### config.mk
export PLATFORM = sky130hd
export DESIGN_NAME = decimal_text_to_fixed_point_core
export DESIGN_NICKNAME = d
export VERILOG_FILES = /design/src/sv/dtfp_pkg.sv /design/src/sv/dtfp_apply.sv /design/src/sv/dtfp_value.sv /design/src/sv/decimal_text_to_fixed_point_core.sv
export SDC_FILE = /design/constraint.sdc
export NUM_CORES = 1
export LEC_CHECK = 0
export BUFFER_PORTS_ARGS = -buffer_cell sky130_fd_sc_hd__buf_2
export CAP_MARGIN = 5
export CELL_PAD_IN_SITES_DETAIL_PLACEMENT = 2
export CELL_PAD_IN_SITES_GLOBAL_PLACEMENT = 2
export CORE_AREA = 2 2 231 210
export DETAILED_ROUTE_END_ITERATION = 8
export DIE_AREA = 0 0 233 212
export HOLD_SLACK_MARGIN = 0.03
export PLACE_DENSITY = 0.78
export SYNTH_ARGS = -nofsm -noshare
export SYNTH_HDL_FRONTEND = slang
export SYNTH_SLANG_ARGS = --single-unit
### constraint.sdc
create_clock -name clk -period 13.2 [get_ports clk]
set_input_delay 1.32 -clock clk [delete_from_list [all_inputs] [get_ports clk]]
set_output_delay 1.32 -clock clk [all_outputs]
set_load 0.05 [all_outputs]
### src/sv/dtfp_pkg.sv
// types and constants shared by the decimal text to fixed point parser
`timescale 1ns / 1ps
`default_nettype none

package dtfp_pkg;

    typedef enum logic [2:0] {
        MODE_IDLE = 3'd0,
        MODE_NAN  = 3'd1,
        MODE_SIGN = 3'd2,
        MODE_INT  = 3'd3,
        MODE_FRAC = 3'd4
    } token_mode_t;

    localparam logic [7:0] CHAR_N       = 8'h4E;
    localparam logic [7:0] CHAR_LOWER_A = 8'h61;
    localparam logic [7:0] CHAR_MINUS   = 8'h2D;
    localparam logic [7:0] CHAR_DOT     = 8'h2E;
    localparam logic [7:0] CHAR_ZERO    = 8'h30;
    localparam logic [7:0] CHAR_NINE    = 8'h39;

    localparam int COUNT_W = 16;
    localparam int DIGIT_CNT_W = 4;

    typedef struct packed {
        logic [7:0] text_byte;
        logic       line_end;
    } in_item_t;

    typedef struct packed {
        logic signed [31:0]  value;
        logic                is_nan;
        logic [COUNT_W-1:0]  row;
        logic [COUNT_W-1:0]  column;
        logic                last_in_line;
        logic                short_line;
    } out_item_t;

endpackage

`default_nettype wire

### src/sv/dtfp_apply.sv
// token update for one text byte: acceptance tests and the accumulate step
`timescale 1ns / 1ps
`default_nettype none

module dtfp_apply #(
    parameter int INT_BITS = 16,
    parameter int FRAC_BITS = 16,
    parameter int MAX_FRAC_DIGITS = 9
) (
    input  dtfp_pkg::token_mode_t              cur_mode,
    input  logic                               cur_negative,
    input  logic [INT_BITS-1:0]                cur_int,
    input  logic [FRAC_BITS+3:0]               cur_frac,
    input  logic [dtfp_pkg::DIGIT_CNT_W-1:0]   cur_digits,
    input  logic [7:0]                         text_byte,
    output logic                               cont,
    output logic                               start,
    output dtfp_pkg::token_mode_t              new_mode,
    output logic                               new_negative,
    output logic [INT_BITS-1:0]                new_int,
    output logic [FRAC_BITS+3:0]               new_frac,
    output logic [dtfp_pkg::DIGIT_CNT_W-1:0]   new_digits
);
    import dtfp_pkg::*;

    localparam int IW = INT_BITS + 4;
    localparam int FW = FRAC_BITS + 4;
    localparam int TAB_N = 2 ** DIGIT_CNT_W;
    localparam logic [IW-1:0] INT_CAP = IW'(1) << (INT_BITS - 1);
    localparam logic [DIGIT_CNT_W-1:0] MAX_DIGITS = DIGIT_CNT_W'(MAX_FRAC_DIGITS);

    // weight of fraction digit i: 2^FRAC_BITS / 10^i rounded half up
    logic [FRAC_BITS-1:0] weight [TAB_N];

    for (genvar gi = 0; gi < TAB_N; gi++)
    begin : g_weight
        localparam logic [63:0] POW = 64'd10 ** gi;
        localparam logic [63:0] WEIGHT = ((64'd1 << (FRAC_BITS + 1)) + POW) / (64'd2 * POW);
        assign weight[gi] = WEIGHT[FRAC_BITS-1:0];
    end

    logic                     is_digit;
    logic [3:0]               digit;
    logic                     use_cur;
    token_mode_t              base_mode;
    logic                     base_negative;
    logic [INT_BITS-1:0]      base_int;
    logic [FW-1:0]            base_frac;
    logic [DIGIT_CNT_W-1:0]   base_digits;
    logic [IW-1:0]            int_wide;
    logic [DIGIT_CNT_W-1:0]   weight_idx;
    logic [FW-1:0]            frac_add;

    always_comb
    begin
        is_digit = text_byte inside {[CHAR_ZERO:CHAR_NINE]};
        digit = text_byte[3:0];

        case (cur_mode)
            MODE_NAN:
                cont = (text_byte == CHAR_N) || (text_byte == CHAR_LOWER_A);
            MODE_SIGN, MODE_INT:
                cont = is_digit || (text_byte == CHAR_DOT);
            MODE_FRAC:
                cont = is_digit;
            default:
                cont = 1'b0;
        endcase
        start = is_digit || (text_byte inside {CHAR_DOT, CHAR_MINUS, CHAR_N});

        // continue the current token, or start one from a clear token
        use_cur = cont;
        base_mode = use_cur ? cur_mode : MODE_IDLE;
        base_negative = use_cur ? cur_negative : 1'b0;
        base_int = use_cur ? cur_int : '0;
        base_frac = use_cur ? cur_frac : '0;
        base_digits = use_cur ? cur_digits : '0;

        int_wide = (IW'(base_int) << 3) + (IW'(base_int) << 1) + IW'(digit);
        weight_idx = base_digits + DIGIT_CNT_W'(1);
        frac_add = FW'(digit) * FW'(weight[weight_idx]);

        new_mode = base_mode;
        new_negative = base_negative;
        new_int = base_int;
        new_frac = base_frac;
        new_digits = base_digits;

        if (is_digit)
        begin
            if (base_mode == MODE_FRAC)
            begin
                if (base_digits < MAX_DIGITS)
                begin
                    new_digits = weight_idx;
                    new_frac = base_frac + frac_add;
                end
            end
            else
            begin
                new_int = (int_wide > INT_CAP) ? INT_CAP[INT_BITS-1:0] : int_wide[INT_BITS-1:0];
                new_mode = MODE_INT;
            end
        end
        else if (text_byte == CHAR_DOT)
        begin
            new_mode = MODE_FRAC;
        end
        else if (text_byte == CHAR_MINUS)
        begin
            new_negative = 1'b1;
            new_mode = MODE_SIGN;
        end
        else
        begin
            new_mode = MODE_NAN;
        end
    end

endmodule

`default_nettype wire

### src/sv/dtfp_value.sv
// finished token to saturated two's complement fixed point
`timescale 1ns / 1ps
`default_nettype none

module dtfp_value #(
    parameter int INT_BITS = 16,
    parameter int FRAC_BITS = 16
) (
    input  dtfp_pkg::token_mode_t   mode,
    input  logic                    negative,
    input  logic [INT_BITS-1:0]     int_acc,
    input  logic [FRAC_BITS+3:0]    frac_acc,
    output logic signed [31:0]      value,
    output logic                    is_nan
);
    import dtfp_pkg::*;

    localparam int MW = INT_BITS + FRAC_BITS + 4;
    localparam int CW = (MW > 64) ? MW : 64;
    localparam logic [63:0] LIM = 64'd1 << (INT_BITS + FRAC_BITS - 1);
    localparam logic [63:0] POS_CAP = ((LIM - 64'd1) < 64'h7FFF_FFFF) ? (LIM - 64'd1)
                                                                    : 64'h7FFF_FFFF;
    localparam logic [63:0] NEG_CAP = (LIM < 64'h8000_0000) ? LIM : 64'h8000_0000;

    logic [MW-1:0] mag;
    logic [CW-1:0] mag_w;
    logic [CW-1:0] cap_w;
    logic [31:0]   mag_sat;

    always_comb
    begin
        mag = MW'({int_acc, {FRAC_BITS{1'b0}}}) + MW'(frac_acc);
        mag_w = CW'(mag);
        cap_w = negative ? CW'(NEG_CAP) : CW'(POS_CAP);
        mag_sat = (mag_w > cap_w) ? cap_w[31:0] : mag_w[31:0];
        is_nan = (mode == MODE_NAN);
        if (is_nan)
        begin
            value = '0;
        end
        else if (negative)
        begin
            value = signed'(32'd0 - mag_sat);
        end
        else
        begin
            value = signed'(mag_sat);
        end
    end

endmodule

`default_nettype wire

### src/sv/decimal_text_to_fixed_point_core.sv
// top level of the decimal text to fixed point parser
`timescale 1ns / 1ps
`default_nettype none

// Parses lines of space-separated decimal numbers, one text byte per transfer, into
// signed fixed point with FRAC_BITS fraction bits, tagged with row, column and line marks.
// One byte is taken every cycle unless a stalled result holds it; a byte enters the input
// register, then its result, if any, the result register. The path that sets the clock is
// the per-byte token update: multiply by ten with saturation or one weight-table add, then
// the saturating conversion of the finished token. A stalled result holds the input
// register and stalls the input if it is full. The user must write numbers_per_line via
// cfg_write and cfg_data only with no transfer in flight; the block does not enforce this.

module decimal_text_to_fixed_point_core #(
    parameter int INT_BITS = 16,
    parameter int FRAC_BITS = 16,
    parameter int MAX_FRAC_DIGITS = 9
) (
    input  logic                                 clk,
    input  logic                                 rst_n,
    input  logic                                 in_valid,
    output logic                                 in_stall,
    input  dtfp_pkg::in_item_t                   in_item,
    output logic                                 out_valid,
    input  logic                                 out_stall,
    output dtfp_pkg::out_item_t                  out_item,
    input  logic                                 cfg_write,
    input  logic [dtfp_pkg::COUNT_W-1:0]         cfg_data
);
    import dtfp_pkg::*;

    localparam int FW = FRAC_BITS + 4;

    // configuration
    logic [COUNT_W-1:0] npl_reg;

    // input stage
    logic      in_valid_reg;
    logic      in_valid_next;
    in_item_t  in_item_reg;

    // token and line state
    token_mode_t             mode_reg, mode_next;
    logic                    negative_reg, negative_next;
    logic [INT_BITS-1:0]     int_reg, int_next;
    logic [FW-1:0]           frac_reg, frac_next;
    logic [DIGIT_CNT_W-1:0]  digits_reg, digits_next;
    logic [COUNT_W-1:0]      col_reg, col_next;
    logic [COUNT_W-1:0]      row_reg, row_next;
    logic                    line_full_reg, line_full_next;

    // result stage
    logic       out_valid_reg, out_valid_next;
    out_item_t  out_item_reg, out_item_next;

    // token update and conversion
    logic                    cont;
    logic                    start;
    token_mode_t             app_mode;
    logic                    app_negative;
    logic [INT_BITS-1:0]     app_int;
    logic [FW-1:0]           app_frac;
    logic [DIGIT_CNT_W-1:0]  app_digits;

    token_mode_t             emit_mode;
    logic                    emit_negative;
    logic [INT_BITS-1:0]     emit_int;
    logic [FW-1:0]           emit_frac;
    logic signed [31:0]      emit_value;
    logic                    emit_is_nan;

    logic                    advance;
    logic                    eol;
    logic                    is_idle;
    logic                    full0;
    logic                    full1;
    logic [COUNT_W-1:0]      col_inc;
    logic                    reach;
    logic                    emit;
    logic                    emit_applied;
    logic                    filler;
    logic                    keep_token;

    dtfp_apply #(
        .INT_BITS        (INT_BITS),
        .FRAC_BITS       (FRAC_BITS),
        .MAX_FRAC_DIGITS (MAX_FRAC_DIGITS)
    ) u_apply (
        .cur_mode     (mode_reg),
        .cur_negative (negative_reg),
        .cur_int      (int_reg),
        .cur_frac     (frac_reg),
        .cur_digits   (digits_reg),
        .text_byte    (in_item_reg.text_byte),
        .cont         (cont),
        .start        (start),
        .new_mode     (app_mode),
        .new_negative (app_negative),
        .new_int      (app_int),
        .new_frac     (app_frac),
        .new_digits   (app_digits)
    );

    dtfp_value #(
        .INT_BITS  (INT_BITS),
        .FRAC_BITS (FRAC_BITS)
    ) u_value (
        .mode     (emit_mode),
        .negative (emit_negative),
        .int_acc  (emit_int),
        .frac_acc (emit_frac),
        .value    (emit_value),
        .is_nan   (emit_is_nan)
    );

    assign advance = in_valid_reg && !(out_valid_reg && out_stall);
    assign in_stall = in_valid_reg && out_valid_reg && out_stall;
    assign out_valid = out_valid_reg;
    assign out_item = out_item_reg;

    always_comb
    begin
        eol = in_item_reg.line_end;
        is_idle = (mode_reg == MODE_IDLE);
        full0 = line_full_reg || (col_reg >= npl_reg);
        col_inc = col_reg + COUNT_W'(1);
        reach = (col_inc >= npl_reg);

        // old token ended by this byte and filling the line, so no room is left for a new one
        full1 = !is_idle && !cont && reach;
        emit = !full0 && ((cont && eol) || (!is_idle && !cont) || (is_idle && start && eol));
        emit_applied = cont || is_idle;
        filler = !full0 && eol && is_idle && !start;
        keep_token = !full0 && !eol && (cont || (!full1 && start));

        emit_mode = emit_applied ? app_mode : mode_reg;
        emit_negative = emit_applied ? app_negative : negative_reg;
        emit_int = emit_applied ? app_int : int_reg;
        emit_frac = emit_applied ? app_frac : frac_reg;

        in_valid_next = in_valid_reg;
        if (in_valid && !in_stall)
        begin
            in_valid_next = 1'b1;
        end
        else if (advance)
        begin
            in_valid_next = 1'b0;
        end

        mode_next = mode_reg;
        negative_next = negative_reg;
        int_next = int_reg;
        frac_next = frac_reg;
        digits_next = digits_reg;
        col_next = col_reg;
        row_next = row_reg;
        line_full_next = line_full_reg;
        out_valid_next = out_valid_reg && out_stall;
        out_item_next = out_item_reg;

        if (advance)
        begin
            if (keep_token)
            begin
                mode_next = app_mode;
                negative_next = app_negative;
                int_next = app_int;
                frac_next = app_frac;
                digits_next = app_digits;
            end
            else
            begin
                mode_next = MODE_IDLE;
                negative_next = 1'b0;
                int_next = '0;
                frac_next = '0;
                digits_next = '0;
            end

            out_item_next.row = row_reg;
            out_item_next.column = col_reg;
            if (emit)
            begin
                out_valid_next = 1'b1;
                out_item_next.value = emit_value;
                out_item_next.is_nan = emit_is_nan;
                out_item_next.last_in_line = reach || eol;
                out_item_next.short_line = !reach && eol;
                col_next = col_inc;
                if (reach)
                begin
                    line_full_next = 1'b1;
                end
            end
            else if (filler)
            begin
                out_valid_next = 1'b1;
                out_item_next.value = '0;
                out_item_next.is_nan = 1'b0;
                out_item_next.last_in_line = 1'b1;
                out_item_next.short_line = 1'b1;
            end

            if (eol)
            begin
                col_next = '0;
                line_full_next = 1'b0;
                row_next = row_reg + COUNT_W'(1);
            end
        end
    end

    always_ff @(posedge clk or negedge rst_n)
    begin
        if (!rst_n)
        begin
            npl_reg <= COUNT_W'(1);
        end
        else if (cfg_write)
        begin
            npl_reg <= cfg_data;
        end
    end

    always_ff @(posedge clk or negedge rst_n)
    begin
        if (!rst_n)
        begin
            in_valid_reg <= 1'b0;
            out_valid_reg <= 1'b0;
            mode_reg <= MODE_IDLE;
            negative_reg <= 1'b0;
            int_reg <= '0;
            frac_reg <= '0;
            digits_reg <= '0;
            col_reg <= '0;
            row_reg <= '0;
            line_full_reg <= 1'b0;
        end
        else
        begin
            in_valid_reg <= in_valid_next;
            out_valid_reg <= out_valid_next;
            mode_reg <= mode_next;
            negative_reg <= negative_next;
            int_reg <= int_next;
            frac_reg <= frac_next;
            digits_reg <= digits_next;
            col_reg <= col_next;
            row_reg <= row_next;
            line_full_reg <= line_full_next;
        end
    end

    always_ff @(posedge clk)
    begin
        if (in_valid && !in_stall)
        begin
            in_item_reg <= in_item;
        end
        out_item_reg <= out_item_next;
    end

    // a stall on the input only ever comes from a waiting result
    a_stall_source: assert property (@(posedge clk) disable iff (!rst_n)
        in_stall |-> (out_valid_reg && out_stall))
        else $error("input stalled without a waiting result");

    // every processed byte that yields a result shows it on the next edge
    a_result_shown: assert property (@(posedge clk) disable iff (!rst_n)
        (advance && (emit || filler)) |=> out_valid)
        else $error("result of a transfer not presented");

    // a line end leaves no token open
    a_line_end_idle: assert property (@(posedge clk) disable iff (!rst_n)
        (advance && in_item_reg.line_end) |=> (mode_reg == MODE_IDLE && col_reg == '0))
        else $error("token or column left over after line end");

    // a full line always has at least one number counted
    a_full_has_column: assert property (@(posedge clk) disable iff (!rst_n)
        line_full_reg |-> (col_reg != '0))
        else $error("line marked full with no numbers");

    // a short line mark only comes with the final result of a line
    a_short_is_last: assert property (@(posedge clk) disable iff (!rst_n)
        out_valid |-> (!out_item.short_line || out_item.last_in_line))
        else $error("short line mark without last mark");

endmodule

`default_nettype wire
==> out/metrics.yaml, run 1 <==
arrival_ps: 12670
synthDistinctLibCells: 91
synth_simple_gate_area_frac: 0.1802
numCtsBuffers: 17
power_switching_mw: 0.5545
syn-instance-count: 1522
clk_path_buf_depth: 2
final_nets: 1814
synth-xor-area-share: 0.04460
rows: 76
syn_area_per_cell_um2: 9.160
synth_flop_cell: "dfrtp_1"
portBuffers: 98
worstReg2RegEnd: "out_item[61]"
ant_nets: 0
grt_overflow_total: 0
drt_iter0_markers: 793
critPathLaunchType: "flip-flop"
grt_pass1_vias: 13291
synthAdderAreaFrac: 0.1728
hold_ws_ps: 499.0
regArea_mm2: 0.004661
synth_compound_area_frac: 0.2100
synth_top_family_by_area: "compound AO/OA/AOI/OAI gates"
routedWlPerCell_um: 21.91
routed_via_density: 5.502
cp.required_ps: 13400
p_per_area_mw_per_mm2: 97.15
ys_seq_area_frac: 0.3343
synth_nets: 1726
syn_area_mm2: 0.01394
hold_start: "row_reg[15]"
reg2reg_from: "in_item_reg[7]"
layout-drive-gt1-share: 0.1417
setup_violations: 0
finClkSkew_ps: 13.76
vias: 12363
tightest_slew_ps: 1289
slowest_delay_ps: 560
groute.usage.overall: 0.2015
final-hold-violation-count: 0
coreArea_mm2: 0.04726
die_h_um: 212
area_growth_pct: 14.36
slew_headroom: 0.1352
ir_drop_v: 0.00008941
min_to: "out_item[33]"
hpwlAfterDp_um: 37560
grt_antenna_before_repair: 0
leakage_nw: 7.575
crit_path_end_kind: "flip-flop"
pwr-share-clk: 0.346
cell_internal_pwr_mw: 0.9945
route.detailed.drc: 0
crit_path_top_delay_cell: "fa_1"
maxCapViolCount: 0
hold_depth: 0
period_minus_slack_ps: 12460
ys_seq_elements: 171
cts_tree: "done"
rrSetupSlack_ps: 740
cp_common_cell: "a21o_1"
grt_pass1_wl_um: 77640
path_max_fanout: 26
path_clk_slew_ps: 80
synthArstFlopShare: 0.5556
status: "finished, final reports clean"
hold_path_class: "reg2reg"
synth_warnings: 0
htreeDepth: 4
n_antenna_cell: 0
p_comb_frac: 0.242
final_util: 0.3374
p_seq_frac: 0.412
cts_hold_buf: 0
cts_sinks: 171
initial_core_util: 0.2950
fmax_mhz: 80.23
period_share: 0.9442
routed_wl_um: 49220
gp_congestion: 0.8751
grt_max_degree: 51
cts_root_buf: "clkbuf_16"
largest_reg_flops: 67
io_pins: 99
synthMuxAreaShare: 0.01185
ff2ff_path_depth: 60
worstSetupPathType: "reg2reg"
die_x_um: 233
multi_input_area_mm2: 0.008762
die-area_mm2: 0.04940
slew_violations: 0
clk_latency_ps: 470
synth_edf_count: 76
netSwitchingFraction: 0.3579
dr.pass1.iters: 5
fillCellCount: 5203
critical path, delay by kind of cell (launching register included):
family | cells | cell delay (ps)
adder cells (fa/ha/maj) | 8 | 3010
XOR/XNOR | 2 | 270
buffers and inverters | 8 | 1090
flip-flops | 1 | 420
AND/OR/NAND/NOR | 13 | 2150
AO/OA/AOI/OAI | 29 | 5240
per-layer routing:
layer  track usage  share of wire
met3       0.02226          0.028
met5             0              0
met4       0.05491          0.016
met1        0.2745           0.48
met2        0.3388           0.48
area by class of cell:
cell class	instances	area share
Timing Repair Buffer	131	0.04669
Clock buffer	18	0.02825
Sequential cell	171	0.2923
Inverter	104	0.02448
Tap cell	624	0.04897
Clock inverter	14	0.009731
Multi-Input combinational cell	1185	0.5496
timing repair:
item                                    CTS  global route
pin swaps                                 0             5
endpoints found under the hold margin     0             0
buffers inserted                          0            11
resized for setup                         7            19
endpoints found under the setup margin    5            19
through the flow:
stage	worst slack, ps	std cells	area, um2	power (mW)	setup TNS [ps]
finish	736.6	2247	15940	1.549	0
global route	-27.00	2247	15940	1.617	-53.42
CTS	54.10	2236	15800	1.554	0
detailed placement	-407.4	2204	15160	1.013	-969.8
global placement	321.5	2204	15160	0.9925	0
floorplan	622.7	1522	13940	0.8942	0
cells by family (layout without fill, tap and decap cells):
family	count (synthesis)	in the layout
flops	171	171
compound gates	432	432
mux	16	16
fa+ha+maj	174	174
buf+inv	166	267
xor+xnor	71	71
simple gates	492	492
power by group through the flow:
stage                     logic [mW]  clock network, mW  registers, mW
after floorplan                0.176                  0          0.718
after global placement         0.347                  0          0.646
after detailed placement       0.363                  0          0.650
after CTS                      0.370              0.544          0.640
after global routing           0.412              0.562          0.643
final                          0.375              0.536          0.638
cells in the final DEF, fill, tap and decap left out, drive strengths merged, types with 9 or more instances in the layout:
cell / count
xor2: 26
nand3: 44
nor2: 76
buf: 131
nor2b: 15
edfxtp: 76
ha: 143
o21ai: 104
nand4: 16
o21a: 15
fa: 31
dfrtp: 94
nand2: 170
xnor2: 45
clkbuf: 18
or3: 11
a22oi: 15
a21o: 43
nor3: 35
and3: 52
inv: 110
a21oi: 89
o211ai: 12
and2: 21
o21bai: 11
a211oi: 19
nor4: 9
a31oi: 14
a22o: 35
o2bb2ai: 11
mux2i: 12
or2: 15
worst max-delay path by stage:
stage                         from           end  slack [ps]  cells past startpoint
detailed placement  in_item_reg[2]  out_item[65]        -410                     57
finish              in_item_reg[7]  out_item[61]         740                     60
CTS                 in_item_reg[7]  out_item[65]          50                     59
global placement    in_item_reg[4]  out_item[65]         320                     57
floorplan           in_item_reg[7]  out_item[65]         620                     59
global route        in_item_reg[7]  out_item[65]         -30                     58
cell usage after synthesis (18+ instances only):
cell type  instances  area [um2]
nor2_1            76       285.3
clkbuf_1          49       183.9
nand2_1          170       638.1
a21oi_1           86       430.4
nor3_1            32       160.2
a22o_1            35       306.5
fa_1              31       620.6
edfxtp_1          76        2282
o21ai_0           96       480.5
and3_1            51       319.1
a21o_1            43       322.8
dfrtp_1           94        2352
ha_1             143        1789
and2_1            20       125.1
xnor2_1           45       394.1
xor2_1            26       227.7
nand3_1           44       220.2
inv_1            104       390.4
a211oi_1          18       135.1
(Power assumes the default switching activity.)
==> run 2, diff against run 1 <==
--- a/config.mk
+++ b/config.mk
@@ -12,6 +12,7 @@
 export CORE_AREA = 2 2 231 210
 export DETAILED_ROUTE_END_ITERATION = 8
 export DIE_AREA = 0 0 233 212
+export GPL_TIMING_DRIVEN = 0
 export HOLD_SLACK_MARGIN = 0.03
 export PLACE_DENSITY = 0.78
 export SYNTH_ARGS = -nofsm -noshare
==> run 2 against run 1 <==
Against the previous run: flip-flop and latch count unchanged; register-to-register slack worse by 260 ps; utilization up 0.80 points; total power up 1.7%; setup slack worse by 260 ps; wire length up 5.5%; non-clock buffer count up 59; critical path depth down 1; final cell count up 2.6%; critical endpoint is now out_item[65]; highest routed layer is now met5.
==> out/metrics.yaml, run 2 (synthesis results as in run 1) <==
initial_core_util: 0.2950
finClkSkew_ps: 22.70
clk_latency_ps: 470
p_per_area_mw_per_mm2: 96.52
ant_nets: 0
clk_path_buf_depth: 2
met1_length_um: 23380
gp_congestion: 0.8899
largest_reg_flops: 67
routed_wl_um: 51920
grt_antenna_before_repair: 1
routed_via_density: 5.538
crit_path_top_delay_cell: "fa_1"
layout-drive-gt1-share: 0.1510
cp.required_ps: 13470
wl_met2_um: 25860
routedWlPerCell_um: 22.51
portBuffers: 98
io_pins: 99
path_clk_slew_ps: 70
drt_iter0_markers: 680
slowest_delay_ps: 560
dr.pass1.iters: 7
leakage_nw: 7.726
finalSetupTns_ps: 0
dp.cells: 2247
htreeDepth: 4
status: "finished, final reports clean"
layout_commonest_cell: "nand2_1"
hold_start: "row_reg[15]"
worstReg2RegEnd: "out_item[65]"
ir_drop_v: 0.00007929
hold_path_class: "reg2reg"
n_antenna_cell: 0
final_nets: 1873
die_h_um: 212
rows: 76
slew_violations: 0
cts_tree: "done"
grt_pass1_wl_um: 81010
crit_path_end_kind: "flip-flop"
ff2ff_path_depth: 59
reg2reg_from: "in_item_reg[3]"
cts_root_buf: "clkbuf_16"
grt_max_degree: 57
numCtsBuffers: 17
grt_overflow_total: 0
finalNonFillerCells: 2306
tightest_slew_ps: 1174
maxCapViolCount: 0
fillCellCount: 5259
route.detailed.drc: 0
critPathLaunchType: "flip-flop"
hpwlAfterDp_um: 40100
min_to: "out_item[33]"
area_growth_pct: 17.06
die_x_um: 233
setup_violations: 0
period_minus_slack_ps: 12730
arrival_ps: 13000
final-hold-violation-count: 0
cp_common_cell: "a21o_1"
cts_hold_buf: 0
worstSetupPathType: "reg2reg"
grt_pass1_vias: 14108
rrSetupSlack_ps: 470
hold_ws_ps: 503.2
top_layer: "met5"
vias: 12770
hold_depth: 0
die-area_mm2: 0.04940
cts_sinks: 171
final_cell_mix: "167 x nand2_1, 141 x ha_1, 104 x buf_2, 102 x inv_1, 94 x dfrtp_1"
slew_headroom: 0.2173
met3_length_um: 1632
period_share: 0.9642
fmax_mhz: 78.57
coreArea_mm2: 0.04726
path_max_fanout: 10
groute.usage.overall: 0.2111
## run 2: power by group
| part | total [mW] | switching, mW | internal [mW] | leakage (nW) |
|---|---|---|---|---|
| registers | 0.637 | 0.0324 | 0.605 | 2.03 |
| logic | 0.396 | 0.278 | 0.118 | 5.41 |
| clock network | 0.542 | 0.250 | 0.292 | 0.294 |
| total | 1.58 | 0.560 | 1.02 | 7.73 |
## run 2: layer usage
layer,GRT usage,up-vias
li1,-,5846
met1,0.2682,6592
met2,0.3681,257
met3,0.02776,73
met4,0.07160,2
met5,0,-
## run 2: how the worst max path moves through the flow
stage,from,end,cells after the start
2_1_floorplan,in_item_reg[7],out_item[65],59
6_report,in_item_reg[3],out_item[65],59
5_1_grt,in_item_reg[2],out_item[65],59
3_5_place_dp,in_item_reg[3],out_item[65],60
4_1_cts,in_item_reg[7],out_item[65],57
3_3_place_gp,in_item_reg[3],out_item[65],60
## run 2: stage by stage
stage	instance area (um2)	power (mW)	util	setup WS (ps)
5_1_grt	16320	1.638	0.3453	-165.1
4_1_cts	16070	1.581	0.3400	18.64
2_1_floorplan	13940	0.8942	-	622.7
3_5_place_dp	15300	1.028	0.3237	-3026
6_report	16320	1.575	0.3453	472.7
3_3_place_gp	15210	0.9981	0.3219	-2527
## run 2: final cells by class
| cell class | count | area [um2] | share of cell area |
|---|---|---|---|
| inverter | 104 | 390.4 | 0.02392 |
| buffer | 60 | 272.8 | 0.01671 |
| clock buffer | 18 | 439.2 | 0.02691 |
| timing repair buffer | 130 | 780.7 | 0.04784 |
| sequential | 171 | 4661 | 0.2856 |
| multi-input combinational | 1185 | 8815 | 0.5401 |
| clock inverter | 14 | 181.4 | 0.01112 |
| tap | 624 | 780.7 | 0.04784 |
## run 2: worst max-delay path: cells and delay by family (launching register included)
kind,cells,cell delay (ps)
adders and majority gates,8,2770
DFF,1,430
muxes,1,110
xor gates and xnor gates,1,210
buffers and inverters,9,1230
AOI/OAI and AO/OA,25,4900
and+or+nand+nor,15,2840
## run 2: what timing repair did
action / CTS / global route
pin swaps: 3 / 15
buffers inserted: 8 / 21
endpoints found under the setup margin: 32 / 22
resized for setup: 28 / 30
==> run 3, diff against run 2 <==
--- a/config.mk
+++ b/config.mk
@@ -5,13 +5,13 @@
 export SDC_FILE = /design/constraint.sdc
 export NUM_CORES = 1
 export LEC_CHECK = 0
-export BUFFER_PORTS_ARGS = -buffer_cell sky130_fd_sc_hd__buf_2
+export BUFFER_PORTS_ARGS = -buffer_cell sky130_fd_sc_hd__buf_4
 export CAP_MARGIN = 5
 export CELL_PAD_IN_SITES_DETAIL_PLACEMENT = 2
 export CELL_PAD_IN_SITES_GLOBAL_PLACEMENT = 2
-export CORE_AREA = 2 2 231 210
+export CORE_AREA = 2 2 282 172
 export DETAILED_ROUTE_END_ITERATION = 8
-export DIE_AREA = 0 0 233 212
+export DIE_AREA = 0 0 284 174
 export GPL_TIMING_DRIVEN = 0
 export HOLD_SLACK_MARGIN = 0.03
 export PLACE_DENSITY = 0.78
==> run 3 against run 2 <==
Against the previous run: register-to-register slack got worse by 80 ps; worst hold slack lost 17 ps; fmax shrank 0.65%; first-iteration DRC count increased by 41%; flip-flop and latch count unchanged; highest routed layer is now met4; sequential power barely moved; critical path depth down 3; clock skew down 11 ps.
==> out/metrics.yaml, run 3 (synthesis results as in run 1) <==
status: "finished, final reports clean"
leakage_nw: 7.880
grt_pass1_wl_um: 82170
placed_area_mm2: 0.01556
maxCapViolCount: 0
cp.required_ps: 13380
cts_sinks: 171
coreArea_mm2: 0.04717
clk_latency_ps: 450
htreeDepth: 4
initial_core_util: 0.2956
die_x_um: 284
arrival_ps: 12990
area_growth_pct: 20.56
hold_path_class: "reg2reg"
ant_nets: 0
finClkSkew_ps: 11.39
fmax_mhz: 78.06
crit_path_end_kind: "flip-flop"
slew_violations: 0
largest_reg_flops: 67
rows: 62
grt_max_degree: 64
cts_root_buf: "clkbuf_16"
period_minus_slack_ps: 12810
dr.pass1.iters: 5
final-hold-violation-count: 0
hpwlAfterDp_um: 39850
grt_pass1_vias: 13870
worstSetupPathType: "reg2reg"
vias: 12917
setup_violations: 0
gp_congestion: 0.8892
fin_area_mm2: 0.01681
slowest_delay_ps: 600
critPathLaunchType: "flip-flop"
p_per_area_mw_per_mm2: 92.97
final_cell_mix: "165 x nand2_1, 153 x buf_4, 140 x ha_1, 101 x inv_1, 94 x dfrtp_1"
grt_overflow_total: 0
path_max_fanout: 10
drt_iter0_markers: 958
portBuffers: 98
grt_antenna_before_repair: 0
fillCellCount: 5241
slew_headroom: 0.3258
ir_drop_v: 0.00008815
routed_via_density: 5.508
layout_commonest_cell: "nand2_1"
final_nets: 1895
period_share: 0.9705
path_clk_slew_ps: 80
routed_wl_um: 52510
final_util: 0.3564
crit_path_top_delay_cell: "or4b_4"
io_pins: 99
numCtsBuffers: 17
die-area_mm2: 0.04942
layout-drive-gt1-share: 0.1673
cts_hold_buf: 0
groute.usage.overall: 0.2104
tightest_slew_ps: 1011
die_h_um: 174
worst_slack_ps: 389.0
route.detailed.drc: 0
clk_path_buf_depth: 2
routedWlPerCell_um: 22.39
preCtsSetupSlack_ps: -3634
cts_tree: "done"
run 3: changes by cell type in the layout (fill, tap and decap cells not counted), sizes merged:
cell / before / now
buf: 145 / 167
clkinv: 3 / 5
bufinv: 2 / 1
clkbuf: 63 / 64
clkinvlp: 3 / 2
diode: 0 / 1
inv: 110 / 109
run 3: per-stage QoR:
stage          TNS [ps]  total power, mW  hold slack, ps  cells
6_report              0            1.563           486.3   2345
5_1_grt          -393.0            1.632           503.4   2344
4_1_cts               0            1.562           489.5   2324
3_5_place_dp     -78060            1.035           470.9   2263
3_3_place_gp     -60680            1.011           468.5   2260
2_1_floorplan         0           0.8942           441.1   1522
run 3: per-layer routing:
layer,track usage,vias up,part of all wire
li1,-,5898,-
met1,0.3137,6739,0.51
met2,0.3245,251,0.45
met3,0.03294,29,0.041
met4,0.03289,0,0.0079
met5,0,-,0
run 3: cell type report:
cell class,count,area (um2),area share
Multi-Input combinational cell,1185,8911,0.5301
Sequential cell,171,4661,0.2773
Timing Repair Buffer,152,1189,0.07072
Tap cell,640,800.8,0.04764
Clock buffer,19,442.9,0.02635
Inverter,104,390.4,0.02322
Buffer,60,277.8,0.01653
Clock inverter,13,133.9,0.007965
Antenna cell,1,2.502,0.0001489
run 3: final timing paths:
path | from | endpoint | slack (ps) | cells after the start
worst min-delay path | row_reg[15] | out_item[33] | 490 | 0
min in group asynchronous | rst_n | row_reg[10] | 840 | 1
worst min register to register | row_reg[15] | out_item[33] | 490 | 0
worst max-delay path | in_item_reg[7] | out_item[61] | 390 | 56
worst max register to register | in_item_reg[7] | out_item[61] | 390 | 56
max in group asynchronous | rst_n | npl_reg[0] | 11620 | 2
run 3: where the power goes:
| group | internal [mW] | leakage [nW] | switching [mW] |
|---|---|---|---|
| registers | 0.605 | 2.03 | 0.0298 |
| logic | 0.134 | 5.58 | 0.272 |
| clock network | 0.271 | 0.278 | 0.252 |
run 3: what timing repair did:
action                     in CTS  in global routing
pin swaps                       7                 14
setup endpoints to repair      32                 30
buffers inserted               31                 20
resized for setup              33                 46
run 3: critical path: cells and delay by family, from the launching register on:
family,cells,cell delay (ps)
AO/OA/AOI/OAI,24,5170
adder cells (fa/ha/maj),8,2930
AND/OR/NAND/NOR,16,2840
buffers and inverters,6,830
flip-flops,1,450
XOR/XNOR,2,260
